<file path="src/rtl/lbcd_pkg.sv">
// Package for the LRU block cache directory: field widths, status codes and defaults.
// Used by lru_block_cache_directory_unit; has no dependencies of its own.
package lbcd_pkg;

	localparam int KEY_W          = 31;
	localparam int BLOCK_W        = 32;
	localparam int CAP_W          = 5;
	localparam int SLOT_W         = 4;
	localparam int STATUS_W       = 2;
	localparam int MAX_ENTRIES_DEF = 16;
	localparam logic [CAP_W-1:0] CAP_RESET = 5'd16;

	localparam logic [STATUS_W-1:0] STATUS_REJECT = 2'd0;
	localparam logic [STATUS_W-1:0] STATUS_HIT    = 2'd1;
	localparam logic [STATUS_W-1:0] STATUS_MISS   = 2'd2;

endpackage

</file>
<file path="src/rtl/lru_block_cache_directory_unit.sv">
// Top level of the fully associative LRU block cache directory.
// Depends on lbcd_pkg and instantiates lbcd_ram for the key and recency storage.
//
// A request with a block number of zero or below goes straight to the final state and
// is answered with a rejected status, leaving the directory unchanged. Any other
// request is served in two passes, with the read port of the entry RAM reading one
// entry per cycle: first a search pass over all entries that finds the hit, the
// least recently used entry and a free entry, then an update pass that ages the
// affected entries and writes the new most recently used one.
// The block takes no new transaction while a request is in progress, and a result
// that is still waiting for out_ready holds the next one in its final state. The
// capacity register may be written at any time the block is idle; zero acts as one
// and values above MAX_ENTRIES act as MAX_ENTRIES.
module lru_block_cache_directory_unit #(
	parameter int MAX_ENTRIES = lbcd_pkg::MAX_ENTRIES_DEF
) (
	input  logic                              clk,
	input  logic                              arst_n,
	input  logic                              cfg_we,
	input  logic [lbcd_pkg::CAP_W-1:0]        cfg_wdata,
	input  logic                              in_valid,
	output logic                              in_ready,
	input  logic signed [lbcd_pkg::BLOCK_W-1:0] block_number,
	output logic                              out_valid,
	input  logic                              out_ready,
	output logic [lbcd_pkg::STATUS_W-1:0]     status,
	output logic [lbcd_pkg::SLOT_W-1:0]       slot,
	output logic                              evicted_valid,
	output logic [lbcd_pkg::KEY_W-1:0]        evicted_block
);

	localparam int IW = (MAX_ENTRIES > 1) ? $clog2(MAX_ENTRIES) : 1;
	localparam int RW = IW;
	localparam int CW = $clog2(MAX_ENTRIES + 1);
	localparam int EW = (CW > lbcd_pkg::CAP_W) ? CW : lbcd_pkg::CAP_W;
	localparam int KW = lbcd_pkg::KEY_W;
	localparam int DW = KW + RW;

	localparam logic [2:0] ST_IDLE   = 3'd0;
	localparam logic [2:0] ST_SCAN   = 3'd1;
	localparam logic [2:0] ST_DECIDE = 3'd2;
	localparam logic [2:0] ST_UPDATE = 3'd3;
	localparam logic [2:0] ST_FIN    = 3'd4;

	logic [2:0]                 st_q;
	logic [lbcd_pkg::CAP_W-1:0] cap_q;
	logic [MAX_ENTRIES-1:0]     valid_q;
	logic [CW-1:0]              count_q;
	logic [KW-1:0]              key_q;
	logic [IW:0]                cnt_q;
	logic                       rv_s1;
	logic [IW-1:0]              ri_s1;

	logic                       hit_q;
	logic [IW-1:0]              hslot_q;
	logic [RW-1:0]              hrank_q;
	logic                       found_q;
	logic [IW-1:0]              bslot_q;
	logic [RW-1:0]              brank_q;
	logic [KW-1:0]              bkey_q;
	logic                       free_q;
	logic [IW-1:0]              fslot_q;

	logic [IW-1:0]              target_q;
	logic                       all_q;
	logic [RW-1:0]              limit_q;
	logic                       evict_q;
	logic [lbcd_pkg::STATUS_W-1:0] res_status_q;

	logic                       out_valid_q;
	logic [lbcd_pkg::STATUS_W-1:0] status_q;
	logic [lbcd_pkg::SLOT_W-1:0]   slot_q;
	logic                       ev_valid_q;
	logic [KW-1:0]              ev_block_q;

	logic                       ram_we;
	logic [DW-1:0]              ram_wdata;
	logic [DW-1:0]              ram_rdata;
	logic [KW-1:0]              rd_key;
	logic [RW-1:0]              rd_rank;
	logic                       rd_valid;
	logic                       reject;
	logic                       cnt_live;
	logic                       out_free;
	logic [EW-1:0]              cap_e;
	logic [EW-1:0]              eff_cap;
	logic                       full;

	assign rd_key   = ram_rdata[DW-1:RW];
	assign rd_rank  = ram_rdata[RW-1:0];
	assign rd_valid = valid_q[ri_s1];
	assign reject   = block_number[lbcd_pkg::BLOCK_W-1] || (block_number == '0);
	assign cnt_live = cnt_q < (IW+1)'(MAX_ENTRIES);
	assign out_free = !out_valid_q || out_ready;
	assign in_ready = (st_q == ST_IDLE);

	always_comb begin
		cap_e   = EW'(cap_q);
		eff_cap = cap_e;
		if (cap_e == '0) begin
			eff_cap = EW'(1);
		end else if (cap_e > EW'(MAX_ENTRIES)) begin
			eff_cap = EW'(MAX_ENTRIES);
		end
		full = (EW'(count_q) >= eff_cap) && (count_q != '0);
	end

	always_comb begin
		ram_we    = 1'b0;
		ram_wdata = {rd_key, RW'(rd_rank + 1'b1)};
		if (st_q == ST_UPDATE && rv_s1) begin
			if (ri_s1 == target_q) begin
				ram_we    = 1'b1;
				ram_wdata = {key_q, {RW{1'b0}}};
			end else if (rd_valid && (all_q || rd_rank < limit_q)) begin
				ram_we = 1'b1;
			end
		end
	end

	lbcd_ram #(
		.WIDTH(DW),
		.DEPTH(MAX_ENTRIES)
	) u_ram (
		.clk  (clk),
		.we   (ram_we),
		.waddr(ri_s1),
		.wdata(ram_wdata),
		.raddr(cnt_q[IW-1:0]),
		.rdata(ram_rdata)
	);

	always_ff @(posedge clk or negedge arst_n) begin
		if (!arst_n) begin
			st_q        <= ST_IDLE;
			cap_q       <= lbcd_pkg::CAP_RESET;
			valid_q     <= '0;
			count_q     <= '0;
			cnt_q       <= '0;
			rv_s1       <= 1'b0;
			out_valid_q <= 1'b0;
		end else begin
			if (cfg_we) begin
				cap_q <= cfg_wdata;
			end
			if (st_q == ST_FIN && out_free) begin
				out_valid_q <= 1'b1;
			end else if (out_valid_q && out_ready) begin
				out_valid_q <= 1'b0;
			end
			case (st_q)
				ST_IDLE: begin
					rv_s1 <= 1'b0;
					if (in_valid) begin
						cnt_q <= '0;
						st_q  <= reject ? ST_FIN : ST_SCAN;
					end
				end
				ST_SCAN: begin
					rv_s1 <= cnt_live;
					cnt_q <= cnt_q + 1'b1;
					if (!cnt_live) begin
						st_q <= ST_DECIDE;
					end
				end
				ST_DECIDE: begin
					rv_s1 <= 1'b0;
					cnt_q <= '0;
					st_q  <= ST_UPDATE;
					if (!hit_q && !full) begin
						valid_q[fslot_q] <= 1'b1;
						count_q          <= CW'(count_q + 1'b1);
					end
				end
				ST_UPDATE: begin
					rv_s1 <= cnt_live;
					cnt_q <= cnt_q + 1'b1;
					if (!cnt_live) begin
						st_q <= ST_FIN;
					end
				end
				ST_FIN: begin
					rv_s1 <= 1'b0;
					if (out_free) begin
						st_q <= ST_IDLE;
					end
				end
				default: begin
					rv_s1 <= 1'b0;
					st_q  <= ST_IDLE;
				end
			endcase
		end
	end

	always_ff @(posedge clk) begin
		ri_s1 <= cnt_q[IW-1:0];
		case (st_q)
			ST_IDLE: begin
				key_q        <= block_number[KW-1:0];
				hit_q        <= 1'b0;
				found_q      <= 1'b0;
				free_q       <= 1'b0;
				evict_q      <= 1'b0;
				target_q     <= '0;
				bkey_q       <= '0;
				res_status_q <= lbcd_pkg::STATUS_REJECT;
			end
			ST_SCAN: begin
				if (rv_s1) begin
					if (rd_valid && rd_key == key_q && !hit_q) begin
						hit_q   <= 1'b1;
						hslot_q <= ri_s1;
						hrank_q <= rd_rank;
					end
					if (rd_valid && (!found_q || rd_rank > brank_q)) begin
						found_q <= 1'b1;
						bslot_q <= ri_s1;
						brank_q <= rd_rank;
						bkey_q  <= rd_key;
					end
					if (!rd_valid && !free_q) begin
						free_q  <= 1'b1;
						fslot_q <= ri_s1;
					end
				end
			end
			ST_DECIDE: begin
				if (hit_q) begin
					target_q     <= hslot_q;
					all_q        <= 1'b0;
					limit_q      <= hrank_q;
					res_status_q <= lbcd_pkg::STATUS_HIT;
				end else begin
					target_q     <= full ? bslot_q : fslot_q;
					all_q        <= 1'b1;
					limit_q      <= '0;
					evict_q      <= full;
					res_status_q <= lbcd_pkg::STATUS_MISS;
				end
			end
			ST_FIN: begin
				if (out_free) begin
					status_q   <= res_status_q;
					slot_q     <= lbcd_pkg::SLOT_W'(target_q);
					ev_valid_q <= evict_q;
					ev_block_q <= evict_q ? bkey_q : '0;
				end
			end
			default: begin
			end
		endcase
	end

	assign out_valid     = out_valid_q;
	assign status        = status_q;
	assign slot          = slot_q;
	assign evicted_valid = ev_valid_q;
	assign evicted_block = ev_block_q;

endmodule

</file>
<file path="src/rtl/lbcd_ram.sv">
// Generic single-clock RAM with one write port and one registered read port.
// No dependencies; contents are undefined until written.
module lbcd_ram #(
	parameter int WIDTH = 8,
	parameter int DEPTH = 16,
	localparam int AW = (DEPTH > 1) ? $clog2(DEPTH) : 1
) (
	input  logic             clk,
	input  logic             we,
	input  logic [AW-1:0]    waddr,
	input  logic [WIDTH-1:0] wdata,
	input  logic [AW-1:0]    raddr,
	output logic [WIDTH-1:0] rdata
);

	logic [WIDTH-1:0] mem [DEPTH];

	always_ff @(posedge clk) begin
		if (we) begin
			mem[waddr] <= wdata;
		end
		rdata <= mem[raddr];
	end

endmodule

</file>
<file path="config.mk">
export PLATFORM = sky130hd
export DESIGN_NAME = lru_block_cache_directory_unit
export DESIGN_NICKNAME = d
export VERILOG_FILES = /design/src/rtl/lbcd_pkg.sv /design/src/rtl/lru_block_cache_directory_unit.sv /design/src/rtl/lbcd_ram.sv
export SDC_FILE = /design/constraint.sdc
export NUM_CORES = 1
export LEC_CHECK = 0
export ABC_AREA = 1
export BUFFER_PORTS_ARGS = -buffer_cell sky130_fd_sc_hd__buf_2
export CELL_PAD_IN_SITES_DETAIL_PLACEMENT = 1
export CELL_PAD_IN_SITES_GLOBAL_PLACEMENT = 1
export CORE_MARGIN = 4
export CORE_UTILIZATION = 47
export CTS_CLUSTER_DIAMETER = 80
export CTS_CLUSTER_SIZE = 10
export DETAILED_ROUTE_END_ITERATION = 10
export PLACE_DENSITY = 0.78
export SYNTH_ARGS = -nofsm -noshare
export SYNTH_HDL_FRONTEND = slang
export SYNTH_SLANG_ARGS = --single-unit
</file>
<file path="constraint.sdc">
create_clock -name clk -period 5.16 [get_ports clk]
set_input_delay 0.258 -clock clk [delete_from_list [all_inputs] [get_ports clk]]
set_output_delay 0.258 -clock clk [all_outputs]
set_load 0.03 [all_outputs]
</file>
# Word level (Yosys, flattened, before mapping)
# Memory sizes are Yosys's and may differ from the RTL's. A register that Yosys moved wholly into a read port is not among the register bits.
# Cells that the tools add are included.
# W data, S select, Z words.
dict set report word_totals {
  memories 1
  ramBits 560
  input_bits 42
  elab_cells 140
  register_bits 175
  out_inout_bits 40
}
# name words width rd rd_ports_with_merged_regs write_ports line_no
set memory_table {}
lappend memory_table {u_ram.mem 16 35 1 1 1 lbcd_ram.sv:16} ;# logic [WIDTH-1:0] mem [DEPTH];
dict set report classes {
  n_mux 44
  magnitude_cmp 8
  bitwise 1
  add_sub_neg 3
  n_eq_ne 15
  reduce_logical 41
}
# op n
set op_table {}
lappend op_table {{$mux W35} 2}
lappend op_table {{$mux W31} 2}
lappend op_table {{$pmux W31 S2} 1}
lappend op_table {{$logic_not A32 Y1} 1}
lappend op_table {{$eq A31 B31 Y1} 1}
lappend op_table {{$mux W1} 18}
lappend op_table {{$ne A2 B2 Y1 const B} 9}
lappend op_table {{$reduce_and A3 Y1} 6}
lappend op_table {{$or A16 B16 Y16} 1}
lappend op_table {{$mux W3} 5}
lappend op_table {{$mux W5} 3}
lappend op_table {{$pmux W3 S5} 1}
lappend op_table {{$pmux W5 S3} 1}
lappend op_table {{$logic_and A1 B1 Y1} 11}
lappend op_table {{$add A5 B1 Y5 const B} 2}
lappend op_table {{$lt A4 B5 Y1 const B} 2}
lappend op_table {{$mux W4} 2}
lappend op_table {{$pmux W1 S2} 4}
lappend op_table {{$pmux W4 S2} 1}
lappend op_table {{$reduce_and A2 Y1} 4}
lappend op_table {{$eq A3 B2 Y1 const B} 2}
lappend op_table {{$logic_not A1 Y1} 6}
lappend op_table {{$reduce_bool A2 Y1} 3}
lappend op_table {{$ge A5 B5 Y1} 1}
lappend op_table {{other kinds (20)} 23}

# Depth between registers and ports, before layout
dict set report depth {
  ltp_word 8
  mapped_depth 13
  mapped_depth_nobuf 12
}

# Hierarchy
# A second synthesis with hierarchy kept.
dict set report unflattened {
  cells_unflattened 3215
  area_unflattened_um2 32941.6
}
# module instances seq_area_each_um2 area_per_inst_um2 cells_each
set modules_own_cells {}
lappend modules_own_cells {lbcd_ram 1 17516.8 24606.1 2315}
lappend modules_own_cells {lru_block_cache_directory_unit 1 5036.1 8335.5 900}

# Worst setup path after synthesis
# OpenSTA, ideal clock, no wires.
dict set report synth_path {
  path_kind {register to register}
  startpoint {register ri_s1[0]}
  endpoint {memory u_ram.mem[0][0] in the netlist's numbering, enable pin}
  synth_period_minus_slack_ps 3135
  arrival_ps 2708
  required_ps 4733
  setup_ps 427
  n_path_buf 2
  stages_incl_launch_ff 12
  slack_ps 2025
  cell_sequence {dfxtp_1 > buf_4 > buf_6 > o21ai_0 > nand2_1 > nand2_1 > nand2_1 > nand2_1 > o21ai_1 > nand2_2 > nand3_2 > nor2_1}
}
dict set report synth_via {
  elab_chain_len 8
  elab_cells_between_ends 9
  classes_between {eq/ne (1); mux (7); reduce/logical (1)}
}
# item line_no
set synth_rtl {}
lappend synth_rtl {{start: declaration} lru_block_cache_directory_unit.sv:52} ;# logic [IW-1:0] ri_s1;
lappend synth_rtl {{start signal: assignment} lru_block_cache_directory_unit.sv:197} ;# ri_s1 <= cnt_q[IW-1:0];
lappend synth_rtl {{$bmux W1 S4} lru_block_cache_directory_unit.sv:91} ;# assign rd_valid = valid_q[ri_s1];
lappend synth_rtl {{$mux W1 (not written as such)} lru_block_cache_directory_unit.sv:91}
lappend synth_rtl {{$logic_and A1 B1 Y1} lru_block_cache_directory_unit.sv:115} ;# end else if (rd_valid && (all_q || rd_rank < limit_q)) begin
lappend synth_rtl {{$mux W1} lru_block_cache_directory_unit.sv:115}
lappend synth_rtl {{$mux W1} lru_block_cache_directory_unit.sv:112} ;# if (ri_s1 == target_q) begin
lappend synth_rtl {{$mux W1} lru_block_cache_directory_unit.sv:111} ;# if (st_q == ST_UPDATE && rv_s1) begin
lappend synth_rtl {{$mux W1} lbcd_ram.sv:19} ;# if (we) begin
lappend synth_rtl {{$mux W1 (not written as such)} lbcd_ram.sv:20} ;# mem[waddr] <= wdata;
lappend synth_rtl {{end: declaration} lbcd_ram.sv:16}
# Parallel ways exist; a longest one is shown, timed or not. The select of a mux whose other input is x is not followed.

# Worst setup path after layout
dict set report layout_path {
  startpoint {register ri_s1[0]}
  endpoint {memory u_ram.mem[9][28] in the netlist's numbering (data pin)}
}
dict set report layout_via {
  elab_chain_len 3
}
# item line_no
set layout_rtl {}
lappend layout_rtl {{$eq A4 B4 Y1} lru_block_cache_directory_unit.sv:112}
lappend layout_rtl {{$mux W35} lru_block_cache_directory_unit.sv:112}
lappend layout_rtl {{$mux W35} lru_block_cache_directory_unit.sv:111}
lappend layout_rtl {{via ram_wdata[28]} lru_block_cache_directory_unit.sv:77} ;# logic [DW-1:0] ram_wdata;
# The timed path passes the listed nets, and every way through them passes these cells.

==> impl_results.md <==
* DRT met1 WL at 34330 µm
* Syn. warnings at 0
* Crit start category: register
* I/O pin cnt at 82
* Avg Cell Area, Syn at 13.09 µm²
* Post-synthesis net count at 2383
* Final Skew at 0.03910 ns
* Share of cells above drive strength 1 at 0.1025
* Register clock-pin slew on the reported worst setup and hold paths at 0.06 ns
* Crit Path Class: register to register
* Fmax at 275.5 MHz
* Die X at 262.5 µm
* Postcts setup bufs at 0
* Post-route clock period utilization at 0.7035
* Setup TNS at 0 ns
* CTS max path bufs at 3
* Placed Area at 31780 µm²
* Post-Synthesis Cells at 2325
* Syn Std Cell Area at 30440 µm²
* Post-DP HPWL at 51100 µm
* Pins Over Slew Limit at 0
* Post-DR wirelength/cell at 26.04 µm
* Async SR Flop Fraction at 0.04675
* Initial DRC Count at 2158
* GPL Wtd Cong at 0.8333
* CP Launch Point: ri_s1[0]
* Die area at 68890 µm²
* Worst R2R Path Depth at 5
* Routed wire length at 87820 µm
* WL met3 at 6271 µm
* Required time of the critical path at 5.40 ns
* Status: finished, final reports clean
* # diodes at 0
* Hold Vio Cnt, Final at 0
* Setup violators final at 0
* DR pass1 iterations at 8
* Initial core utilization at 0.4738
* Leak Pwr at 12.37 nW
* Tightest Hold Check Type: input port to asynchronous set/reset pin
* PD cells at 595.3 nW/µm²
* DR top layer: met4
* Register area at 22560 µm²
* Unique masters post-synth at 46
* R2r endpoint: u_ram.mem[9][28]
* Area grow syn2layout at 14.29%
* Setup crit end: u_ram.mem[9][28]
* FF+latch count, synth at 770
* Reg-to-Reg Start: ri_s1[0]
* Routed Antenna Nets at 0
* Met2 routed WL at 43100 µm
* Place WS at 1.587 ns
* Root Driver: clkbuf_16
* Worst skew pair latency at 0.65 ns
* CTS tree: done
* RSZ-0062 raised after global routing: false
* Worst setup EP type: register
* Setup WS post-layout at 1.530 ns
* Drt via density at 5.852
* Clock sinks at 770
* Vias at 19740
* CTS buffer count at 87
* First-pass GRT wire length at 132900 µm
* DRC Markers at 0
* Die Y at 262.5 µm
* CP Max Fanout at 20
* WHS at 0.2813 ns
* Layout Nets at 2512
* Core Area at 64230 µm²
* Finished Layout Cells at 3373
* Worst slew pin tran at 1.345 ns
* Placed insts at 3172
* Worst VDD drop at 0.4063 mV
* PortBufs at 81
* Arrival @ worst endpoint at 3.87 ns
* Max-cap violations at 0
* Vias in the first global route at 21200
* Main synth FF type: edfxtp_1
* Largest net degree at the start of global routing at 169
* Design area at 34780 µm²
* # H-tree levels at 3
* Post-synth EDFFs at 695
* Gr ovfl total at 0
* Initial antenna violation count at 1
* Fin crit period at 3.630 ns
* Sequential area share after synthesis at 0.7410
* Filler cells at 6368
* Global-route usage over all layers at 0.2518
* Slew Limit Headroom at 0.09756
* Row count at 93
* Slack of the worst reg-to-reg path at 1.53 ns
* Multi-input gate area in the final layout at 6908 µm²
power breakdown:
group | total (W) | internal (W) | leakage [nW] | switching [W]
Clock | 0.00564 | 0.00322 | 1.20 | 0.00242
Combinational | 0.00585 | 0.00152 | 4.07 | 0.00434
Sequential | 0.00922 | 0.00851 | 7.10 | 0.000709
Total | 0.0207 | 0.0132 | 12.4 | 0.00746
logic make-up after synthesis:
logic type,after synthesis,synth area share
flops,770,0.7410
mux,57,0.01879
compound gates,399,0.08473
buf+inv,268,0.03671
xor+xnor,24,0.006906
simple gates,791,0.1053
fa+ha+maj,16,0.006578
metrics by stage:
stage / utilization / total power (W)
after floorplan: - / 0.01277
after global routing: 0.5415 / 0.02168
after global placement: 0.4948 / 0.01459
after CTS: 0.5414 / 0.02067
after detailed placement: 0.4948 / 0.01496
final: 0.5415 / 0.02071
registers in the layout, summed over array words and instances (netlist names), 2 cells and up:
register and cells:
brank_q 4, u_ram.mem 560, key_q 31, u_ram.rdata 35, count_q 5, bslot_q 4
limit_q 4, hslot_q 4, slot 4, cap_e 5, ri_s1 4, evicted_block 31
hrank_q 4, status 2, res_status_q 2, cnt_q 5, fslot_q 4, st_q 3
valid_q 16, target_q 4, bkey_q 31
worst max-delay path: stages, from the launching register on:
cell     delay, ns
dfxtp_1       0.74
xor2_1        0.13
nor2_1        0.22
nand3_2       0.60
buf_4         0.45
a21oi_1       1.06
layer usage:
metal	vias to the layer above	track usage
li1	8633	-
met1	10060	0.3240
met2	824	0.4189
met3	219	0.04541
met4	0	0.1173
met5	-	0
synth_stat cells, drive strengths merged (2+ instances only):
master,n,area share
dfrtp,35,0.029
o21ai,192,0.032
clkinv,2,0.00029
mux2i,56,0.018
clkbuf,69,0.0085
nor3,8,0.0013
o22ai,25,0.0051
ha,16,0.0066
o32ai,70,0.020
buf,55,0.010
o21bai,14,0.0035
dfxtp,39,0.026
o211ai,28,0.0069
nand3b,4,0.00099
nand2,255,0.032
a21oi,23,0.0039
o221ai,42,0.012
nand3,79,0.014
xor2,19,0.0055
xnor2,5,0.0014
nand4,5,0.0010
inv,142,0.018
nor2,436,0.055
edfxtp,695,0.69
cells in the final DEF, fill, tap and decap left out, types with 2 or more instances in the layout:
master	n
edfxtp_1	695
nand3_2	6
dfrtp_1	32
inv_1	140
clkbuf_16	89
a21oi_2	3
clkinv_8	2
o211ai_1	28
clkinv_1	2
mux2i_1	56
inv_6	3
nand2_1	251
dlygate4sd3_1	48
dfxtp_1	39
o221ai_1	42
dfrtp_4	2
o21ai_1	21
nor3_1	8
nand4_1	5
buf_2	81
xnor2_1	5
o32ai_1	70
clkbuf_1	59
xor2_1	19
buf_12	3
nor2_4	23
buf_4	32
nor2_2	2
nor2_1	411
nand3b_1	4
ha_1	16
nand2_2	4
nand3_1	73
o21ai_0	171
a21oi_1	20
o22ai_1	25
o21bai_1	14
worst min path at each step:
stage / from / end / slack, ns / depth (start not counted)
detailed placement: res_status_q[0] / status[0] / 0.41 / 0
floorplan: arst_n / cap_e[0] / -0.04 / 0
global route: block_number[30] / key_q[30] / 0.34 / 2
finish: arst_n / valid_q[6] / 0.28 / 2
CTS: arst_n / st_q[1] / 0.28 / 2
global placement: res_status_q[1] / status[1] / 0.40 / 0
what timing repair did:
item                                   in CTS  in global routing
endpoints found under the hold margin      73                  0
setup endpoints to repair                   0                  0
hold buffers                               48                  0
resized for setup                           0                  0
final cells by class:
class	count	area share
Sequential cell	770	0.6486
Multi-Input combinational cell	1287	0.1986
Clock buffer	149	0.07079
Timing Repair Buffer	164	0.03410
Tap cell	855	0.03076
Inverter	144	0.01568
Clock inverter	4	0.001439
Note: power is estimated with default switching activity, not from simulation.
